### src/rtl/lfs_pkg.sv
// lfs_pkg: shared types and constants of the link frame segmenter.
// Used by every module of the block; depends on nothing.
`timescale 1ns / 1ps
`default_nettype none

package lfs_pkg;

   // Header byte layout
   localparam logic [7:0] HDR_COUNT_MASK = 8'h1F;
   localparam logic [7:0] HDR_FIRST      = 8'h40;
   localparam logic [7:0] HDR_FINAL      = 8'h20;
   localparam int         CNT_W          = 5;

   // Command queue between front and back
   localparam int QUEUE_DEPTH = 4;
   localparam int QPTR_W      = $clog2(QUEUE_DEPTH);

   // One classified input byte: what the back end has to emit for it
   typedef struct packed {
      logic             has_hdr;   // a frame opens with this byte
      logic [7:0]       hdr;       // header byte when has_hdr
      logic [7:0]       data;      // payload byte
      logic             data_end;  // payload byte closes a full frame
      logic [CNT_W-1:0] pad_n;     // zero bytes after the payload
   } lfs_cmd_type;

endpackage

`default_nettype wire

### src/rtl/lfs_front.sv
// lfs_front: accepts input bytes, tracks message/frame position and
// classifies each byte into a command. Depends on lfs_pkg.
`timescale 1ns / 1ps
`default_nettype none

module lfs_front import lfs_pkg::*; #(
   parameter int FRAME_BYTES = 32
) (
   input  wire logic        clock,
   input  wire logic        reset,
   input  wire logic        accept,
   input  wire logic [7:0]  data,
   input  wire logic [15:0] message_length,
   output      logic        push,
   output      lfs_cmd_type cmd
);

   localparam logic [15:0]      FULL_LEN = 16'(FRAME_BYTES - 1);
   localparam logic [CNT_W-1:0] FULL_CNT = CNT_W'(FRAME_BYTES - 1);

   logic [15:0]      bytes_left_ff, bytes_left_in;
   logic [CNT_W-1:0] frame_pos_ff, frame_pos_in;
   logic             first_frame_ff, first_frame_in;
   logic [CNT_W-1:0] frame_cnt_ff, frame_cnt_in;

   logic             start, drop, open, done, pad;
   logic [15:0]      bl;
   logic             first;
   logic [CNT_W-1:0] pos, cnt, fcount, sent;

   always_comb begin
      start  = (bytes_left_ff == 16'd0);
      drop   = start && (message_length == 16'd0);
      bl     = start ? message_length : bytes_left_ff;
      first  = start ? 1'b1 : first_frame_ff;
      pos    = start ? '0 : frame_pos_ff;
      open   = (pos == '0);
      cnt    = (bl < FULL_LEN) ? bl[CNT_W-1:0] : FULL_CNT;
      fcount = open ? cnt : frame_cnt_ff;
      sent   = open ? CNT_W'(1) : pos;
      done   = (sent >= fcount);
      pad    = done && (fcount < FULL_CNT);

      cmd.has_hdr  = open;
      cmd.hdr      = ({3'b000, cnt} & HDR_COUNT_MASK)
                     | (first ? HDR_FIRST : 8'h00)
                     | ((bl <= FULL_LEN) ? HDR_FINAL : 8'h00);
      cmd.data     = data;
      cmd.data_end = done && !pad;
      cmd.pad_n    = pad ? (FULL_CNT - fcount) : '0;

      push = accept && !drop;

      bytes_left_in  = bl - 16'd1;
      first_frame_in = open ? 1'b0 : first;
      frame_pos_in   = done ? '0 : (sent + CNT_W'(1));
      frame_cnt_in   = fcount;
   end

   always_ff @(posedge clock) begin
      if (reset) begin
         bytes_left_ff  <= '0;
         frame_pos_ff   <= '0;
         first_frame_ff <= 1'b1;
         frame_cnt_ff   <= '0;
      end else if (push) begin
         bytes_left_ff  <= bytes_left_in;
         frame_pos_ff   <= frame_pos_in;
         first_frame_ff <= first_frame_in;
         frame_cnt_ff   <= frame_cnt_in;
      end
   end

endmodule

`default_nettype wire

### src/rtl/lfs_queue.sv
// lfs_queue: small command FIFO between front and back.
// Depends on lfs_pkg.
`timescale 1ns / 1ps
`default_nettype none

module lfs_queue import lfs_pkg::*; (
   input  wire logic        clock,
   input  wire logic        reset,
   input  wire logic        push,
   input  wire lfs_cmd_type push_cmd,
   input  wire logic        pop,
   output      logic        full,
   output      logic        not_empty,
   output      lfs_cmd_type head
);

   lfs_cmd_type         entry_ff [QUEUE_DEPTH];
   logic [QPTR_W-1:0]   wr_ptr_ff, wr_ptr_in;
   logic [QPTR_W-1:0]   rd_ptr_ff, rd_ptr_in;
   logic [QPTR_W:0]     count_ff, count_in;

   always_comb begin
      full      = (count_ff == (QPTR_W+1)'(QUEUE_DEPTH));
      not_empty = (count_ff != '0);
      head      = entry_ff[rd_ptr_ff];
      wr_ptr_in = wr_ptr_ff + (push ? QPTR_W'(1) : '0);
      rd_ptr_in = rd_ptr_ff + (pop ? QPTR_W'(1) : '0);
      count_in  = count_ff + (push ? (QPTR_W+1)'(1) : '0)
                           - (pop ? (QPTR_W+1)'(1) : '0);
   end

   always_ff @(posedge clock) begin
      if (push) begin
         entry_ff[wr_ptr_ff] <= push_cmd;
      end
   end

   always_ff @(posedge clock) begin
      if (reset) begin
         wr_ptr_ff <= '0;
         rd_ptr_ff <= '0;
         count_ff  <= '0;
      end else begin
         wr_ptr_ff <= wr_ptr_in;
         rd_ptr_ff <= rd_ptr_in;
         count_ff  <= count_in;
      end
   end

endmodule

`default_nettype wire

### src/rtl/lfs_back.sv
// lfs_back: expands queued commands into header, payload and padding
// bytes behind a registered output stage. Depends on lfs_pkg.
`timescale 1ns / 1ps
`default_nettype none

module lfs_back import lfs_pkg::*; (
   input  wire logic        clock,
   input  wire logic        reset,
   input  wire logic        cmd_valid,
   input  wire lfs_cmd_type cmd,
   output      logic        cmd_pop,
   output      logic        rsp_valid,
   input  wire logic        rsp_stall,
   output      logic [7:0]  rsp_frame_byte,
   output      logic        rsp_is_header,
   output      logic        rsp_frame_end,
   output      logic        rsp_run_last
);

   typedef enum logic [1:0] {
      ST_START,
      ST_DATA,
      ST_PAD
   } state_type;

   state_type        state_ff, state_in;
   logic [CNT_W-1:0] pad_left_ff, pad_left_in;
   logic             valid_ff, valid_in;
   logic [7:0]       byte_ff, byte_in;
   logic             hdr_ff, hdr_in;
   logic             end_ff, end_in;
   logic             last_ff, last_in;

   logic load, advance;

   always_comb begin
      load    = !valid_ff || !rsp_stall;
      advance = load && cmd_valid;

      state_in    = state_ff;
      pad_left_in = pad_left_ff;
      cmd_pop     = 1'b0;
      byte_in     = byte_ff;
      hdr_in      = hdr_ff;
      end_in      = end_ff;
      last_in     = last_ff;
      valid_in    = load ? cmd_valid : valid_ff;

      if (advance) begin
         unique case (state_ff)
            ST_START, ST_DATA: begin
               if (state_ff == ST_START && cmd.has_hdr) begin
                  byte_in  = cmd.hdr;
                  hdr_in   = 1'b1;
                  end_in   = 1'b0;
                  last_in  = 1'b0;
                  state_in = ST_DATA;
               end else begin
                  byte_in     = cmd.data;
                  hdr_in      = 1'b0;
                  end_in      = cmd.data_end;
                  last_in     = (cmd.pad_n == '0);
                  pad_left_in = cmd.pad_n;
                  if (cmd.pad_n == '0) begin
                     cmd_pop  = 1'b1;
                     state_in = ST_START;
                  end else begin
                     state_in = ST_PAD;
                  end
               end
            end
            ST_PAD: begin
               byte_in     = 8'h00;
               hdr_in      = 1'b0;
               end_in      = (pad_left_ff == CNT_W'(1));
               last_in     = (pad_left_ff == CNT_W'(1));
               pad_left_in = pad_left_ff - CNT_W'(1);
               if (pad_left_ff == CNT_W'(1)) begin
                  cmd_pop  = 1'b1;
                  state_in = ST_START;
               end
            end
            default: begin
               state_in = ST_START;
            end
         endcase
      end
   end

   always_ff @(posedge clock) begin
      if (reset) begin
         state_ff    <= ST_START;
         pad_left_ff <= '0;
         valid_ff    <= 1'b0;
      end else begin
         state_ff    <= state_in;
         pad_left_ff <= pad_left_in;
         valid_ff    <= valid_in;
      end
      byte_ff <= byte_in;
      hdr_ff  <= hdr_in;
      end_ff  <= end_in;
      last_ff <= last_in;
   end

   assign rsp_valid      = valid_ff;
   assign rsp_frame_byte = byte_ff;
   assign rsp_is_header  = hdr_ff;
   assign rsp_frame_end  = end_ff;
   assign rsp_run_last   = last_ff;

endmodule

`default_nettype wire

### src/rtl/link_frame_segmenter.sv
// link_frame_segmenter: top level, splits messages into headed frames.
// Instantiates lfs_front, lfs_queue and lfs_back; depends on lfs_pkg.
//
//   channel  | direction | handshake            | payload
//   ---------+-----------+----------------------+---------------------------------
//   req_     | in        | req_valid/req_stall  | data, message_length
//   rsp_     | out       | rsp_valid/rsp_stall  | frame_byte, is_header,
//            |           |                      | frame_end, run_last
//
// A byte is taken every cycle while the command queue has room; each byte
// turns into 1 + header + padding output transactions, one per cycle while
// rsp_stall is low: one in mid-frame, up to FRAME_BYTES when it opens a
// frame and ends the message short. The back end's one-byte-per-cycle
// output register sets the rate. A request is registered in the queue, then
// in the output register. Reset (synchronous) returns to message start with
// an empty queue. req_stall rises only when the four-entry queue is full.
`timescale 1ns / 1ps
`default_nettype none

module link_frame_segmenter import lfs_pkg::*; #(
   parameter int FRAME_BYTES = 32
) (
   input  wire logic        clock,
   input  wire logic        reset,
   input  wire logic        req_valid,
   output      logic        req_stall,
   input  wire logic [7:0]  req_data,
   input  wire logic [15:0] req_message_length,
   output      logic        rsp_valid,
   input  wire logic        rsp_stall,
   output      logic [7:0]  rsp_frame_byte,
   output      logic        rsp_is_header,
   output      logic        rsp_frame_end,
   output      logic        rsp_run_last
);

   logic        q_full, q_not_empty, q_push, q_pop, req_take;
   lfs_cmd_type front_cmd, head_cmd;

   // Stall depends only on queue occupancy, never on req_valid.
   assign req_stall = q_full;
   assign req_take  = req_valid && !q_full;

   // Front: message/frame bookkeeping, one transaction per cycle while the queue is not full.
   lfs_front #(
      .FRAME_BYTES (FRAME_BYTES)
   ) u_front (
      .clock          (clock),
      .reset          (reset),
      .accept         (req_take),
      .data           (req_data),
      .message_length (req_message_length),
      .push           (q_push),
      .cmd            (front_cmd)
   );

   // Decouples byte intake from header/padding expansion.
   lfs_queue u_queue (
      .clock     (clock),
      .reset     (reset),
      .push      (q_push),
      .push_cmd  (front_cmd),
      .pop       (q_pop),
      .full      (q_full),
      .not_empty (q_not_empty),
      .head      (head_cmd)
   );

   // Back: emits header, payload and zero padding in order.
   lfs_back u_back (
      .clock          (clock),
      .reset          (reset),
      .cmd_valid      (q_not_empty),
      .cmd            (head_cmd),
      .cmd_pop        (q_pop),
      .rsp_valid      (rsp_valid),
      .rsp_stall      (rsp_stall),
      .rsp_frame_byte (rsp_frame_byte),
      .rsp_is_header  (rsp_is_header),
      .rsp_frame_end  (rsp_frame_end),
      .rsp_run_last   (rsp_run_last)
   );

endmodule

`default_nettype wire
### config.mk
export PLATFORM = sky130hd
export DESIGN_NAME = link_frame_segmenter
export DESIGN_NICKNAME = d
export VERILOG_FILES = /design/src/rtl/lfs_pkg.sv /design/src/rtl/lfs_front.sv /design/src/rtl/lfs_queue.sv /design/src/rtl/lfs_back.sv /design/src/rtl/link_frame_segmenter.sv
export SDC_FILE = /design/constraint.sdc
export NUM_CORES = 1
export LEC_CHECK = 0
export ABC_CLOCK_PERIOD_IN_PS = 7130
export BUFFER_PORTS_ARGS = -buffer_cell sky130_fd_sc_hd__buf_4
export CAP_MARGIN = 5
export CORE_UTILIZATION = 40
export CTS_BUF_LIST = sky130_fd_sc_hd__clkbuf_8
export DETAILED_ROUTE_END_ITERATION = 12
export SLEW_MARGIN = 20
export SYNTH_ARGS = -nofsm -noshare
export SYNTH_HDL_FRONTEND = slang
export SYNTH_SLANG_ARGS = --single-unit
### constraint.sdc
create_clock -name clock -period 7.13 [get_ports clock]
set_input_delay 0.3565 -clock clock [delete_from_list [all_inputs] [get_ports clock]]
set_output_delay 0.3565 -clock clock [all_outputs]
set_load 0.02 [all_outputs]
==> results.rst <==
.. list-table::
   :header-rows: 1

   * - Metric
     - Value
   * - Cell chosen for the clock root
     - clkbuf_8
   * - Synth area leader
     - edfxtp_1
   * - Insertion delay of the later-clocked pin in the worst-skew pair
     - 450 ps
   * - Synthesized area per cell
     - 12.2 µm²
   * - Largest cells by area after synthesis
     - edfxtp_1, dfxtp_1, mux4_2
   * - Buf+Inv Stages, Crit Path
     - 1
   * - Horiz. Die Dim
     - 130 µm
   * - H-tree levels
     - 4
   * - Aggregate global-route resource usage
     - 17.2%
   * - Highest-delay cell along the critical path
     - nor3_4
   * - Ratio of total power to cell area
     - 435 mW/mm²
   * - Hold-fix buffers at CTS
     - 0
   * - Setup Viol. Count Final
     - 0
   * - Most congested layer reported by global routing
     - met2
   * - Hold Startpoint
     - req_data[5]
   * - Vias in the first global route
     - 4390
   * - Count of cell instances traversed by the critical path
     - 17
   * - First-pass GRT wire length
     - 21.7 mm
   * - Length of the first detailed-routing pass in iterations
     - 7
   * - Worst-path clk slew
     - 80 ps
   * - Post-route clock period utilization
     - 68.5%
   * - Setup total negative slack
     - 0 ps
   * - Commonest register cell after synthesis
     - edfxtp_1
   * - Y dimension of the die
     - 130 µm
   * - Fraction of registers with async set/reset
     - 0%
   * - Number of synthesis warnings
     - 0
   * - Path category of the worst min-delay check
     - input pin to flip-flop
   * - Post-detailed-route DRC marker count
     - 0
   * - DR vias/cell
     - 5.39
   * - Top-level I/O count
     - 41
   * - Post-route cell area
     - 0.00741 mm²
   * - Fraction of the yosys area taken by sequential cells
     - 58.5%
   * - Crit. End Element
     - flip-flop
   * - Worst slew pin tran
     - 897 ps
   * - Final clock skew
     - 10.9 ps
   * - Number of gates resized after CTS
     - 0
   * - Gpl congestion
     - 0.865
   * - Met1 capacity usage during global routing
     - 20.7%
   * - CP max FO
     - 27
   * - Sort of element at the start of the critical path
     - flip-flop
   * - Cell repeated most along the worst path
     - a21oi_1
   * - Path type of the worst setup path
     - flip-flop to flip-flop
   * - GR Layer Usage met3
     - 4.29%
   * - Overall power
     - 3.22 mW
   * - Worst R2R Path Depth
     - 17
   * - Fraction of layout instances using a drive strength above 1
     - 21.5%
   * - Count of flip-flops with a built-in enable after synthesis
     - 99
   * - Crit path max-delay family
     - simple AND/OR/NAND/NOR gates
   * - Number of violations reported at the end of detailed-routing iteration 0
     - 307
   * - Post-CTS repair timing setup buffer count
     - 0
   * - Half-perimeter wire length after detailed placement
     - 8.72 mm
   * - Inserted Clock Buffers
     - 17
   * - Stage delay of the slowest cell on the critical path
     - 750 ps
   * - Data required time at the worst endpoint
     - 7500 ps
   * - Number of nets in the layout
     - 619
   * - Number of input and output port buffers inserted
     - 40
   * - Max_slew headroom
     - 40.0%
   * - Arrival time reported for the critical path endpoint
     - 5250 ps
   * - Post-placement cell area
     - 0.00702 mm²
   * - Via count
     - 4341
   * - Fin Hold WS
     - 109 ps
   * - Count of different cell masters after synthesis
     - 63
   * - Total gr overflow
     - 0
   * - Syn_nets
     - 578
   * - Count of state elements after synthesis
     - 141
   * - Maximum buffer depth of the clock tree
     - 2
   * - Lkg Pwr
     - 2.60 nW
   * - Full die area
     - 0.0168 mm²
   * - Cell area after synthesis
     - 0.00652 mm²
   * - Max capacitance violation total
     - 0
   * - Number of antenna violations at the first check in global routing
     - 0
   * - Highest ir drop seen on vdd
     - 0.000240 V
   * - Slew Limit Fails
     - 0
   * - Cell depth of the worst hold path
     - 1
   * - Area overhead of the layout relative to synthesis
     - 13.6%
   * - Antenna Cells
     - 0
   * - Average wire length per cell after detail routing
     - 16.3 µm
   * - Final wirelength
     - 13.1 mm
   * - Placeable Area
     - 0.0159 mm²
   * - Clock net sink count
     - 141
   * - Critical R2R Launch
     - u_front.bytes_left_ff[12]
   * - Cells traversed along the worst timing path
     - nor4_4 -> nand4_2 -> nor3_4 -> a21oi_1 -> inv_1 -> ha_1 -> nand4_1 -> o21ai_0 -> nor4_1 -> a21oi_1 -> o21ai_1 -> ha_1 -> a21o_1 -> a31oi_1 -> nand2_1 -> or4_1 -> a21oi_1
   * - TritonCTS clock tree
     - built
   * - Unrepaired setup endpoints after global routing
     - false
   * - Maximum number of pins on one net before global-route repair
     - 43
   * - DRT antenna net count
     - 0
   * - Result of the run
     - complete, no violations
   * - Met2 demand-to-capacity share in global routing
     - 29.1%
   * - Critical path launch point
     - u_front.bytes_left_ff[12]
   * - Synthesized netlist cell count
     - 536
   * - Final number of hold-violating endpoints
     - 0
   * - Max Freq
     - 205 MHz
   * - Area share of the largest cell type after synthesis
     - 45.6%
   * - Starting utilization of the core area
     - 41.0%
   * - Standard-cell row count
     - 46
   * - Final critical delay including setup and external delays
     - 4880 ps
[synth_stat cells, drive strengths merged, types with 4 or more instances]
cell type and number:
edfxtp 99, nor2 57, nand2 49, dfxtp 42
o21ai 38, a21oi 25, nor3 25, mux4 21
buf 15, ha 13, inv 13, and2 12
clkbuf 10, nand3 10, a31oi 9, nand4 9
nor2b 9, a211oi 8, nor4 8, a21o 5
mux2i 5, or3 5, a22oi 4, o211ai 4
[flip-flops by register name (all words and copies together), names as in the netlist, 2 cells and up]
register               cells
u_back.state_ff            2
u_back.pad_left_ff         5
u_queue.count_ff           3
u_queue.rd_ptr_ff          2
u_front.bytes_left_ff     16
u_queue.entry_ff          88
u_front.frame_cnt_ff       5
u_back.rsp_frame_byte      8
u_front.frame_pos_ff       5
u_queue.wr_ptr_ff          2
[routing by layer]
layer  wire [µm]  share of wire [%]
met5           0                  0
met3         499                3.8
met2        6650                 51
met4         227                1.7
met1        5760                 44
[placed cells by master, fill, tap and decap left out, types with 9 or more instances in the layout]
cell      synthesis  routed
edfxtp_1         99      99
nor2_1           55      54
buf_4             5      48
nand2_1          47      47
dfxtp_1          42      42
o21ai_0          31      31
a21oi_1          25      25
mux4_2           21      21
clkbuf_8          0      21
nor3_1           20      19
ha_1             13      13
inv_1            12      12
and2_1           11      11
nand3_1          10      10
nor2b_1           9       9
[through the flow]
step           std cells  utilization (%)  worst slack [ps]
2_1_floorplan        536                -              3350
3_3_place_gp         774             44.2              2380
3_5_place_dp         774             44.2              2260
4_1_cts              806             46.6              2220
5_1_grt              806             46.6              1690
6_report             806             46.6              2250
[worst reg2reg max path: stages, from the launching register on]
cell     delay, ps
dfxtp_1        370
nor4_4         430
nand4_2        250
nor3_4         750
a21oi_1        340
inv_1          120
ha_1           170
nand4_1         80
o21ai_0        270
nor4_1         110
a21oi_1        160
o21ai_1        120
ha_1           370
a21o_1         180
a31oi_1        300
nand2_1        180
or4_1          490
a21oi_1        130
[final timing paths]
check | to | slack, ps
setup / recovery | u_front.frame_pos_ff[4] | 2250
hold / removal | u_queue.entry_ff[2][11] | 110
setup reg to reg | u_front.frame_pos_ff[4] | 2250
hold reg to reg | u_front.first_frame_ff | 450
[final cells by class]
cell class / instances / area [µm²]
flip-flops and latches: 141 / 3810
multi-input cells: 356 / 2520
well taps: 216 / 270
inverters: 13 / 48.8
repair buffers: 48 / 360
clock inverters: 11 / 104
fillers: 1460 / 8480
clock buffers: 21 / 289
[kinds of logic (layout without fill, tap and decap cells)]
kind of cell / count (synthesis) / count (layout) / synth area share [%]
simple gates: 203 / 203 / 16.3
flops: 141 / 141 / 58.5
compound gates: 108 / 108 / 10.6
buf+inv: 39 / 93 / 3.09
mux: 26 / 26 / 8.02
fa+ha+maj: 14 / 14 / 2.80
xor+xnor: 5 / 5 / 0.672
[power breakdown]
group / switching [mW] / total [mW] / internal [mW]
logic: 0.829 / 1.34 / 0.507
clock network: 0.308 / 0.624 / 0.316
registers: 0.117 / 1.26 / 1.15
total: 1.25 / 3.22 / 1.97
Note: power is estimated with default switching activity, not from simulation.
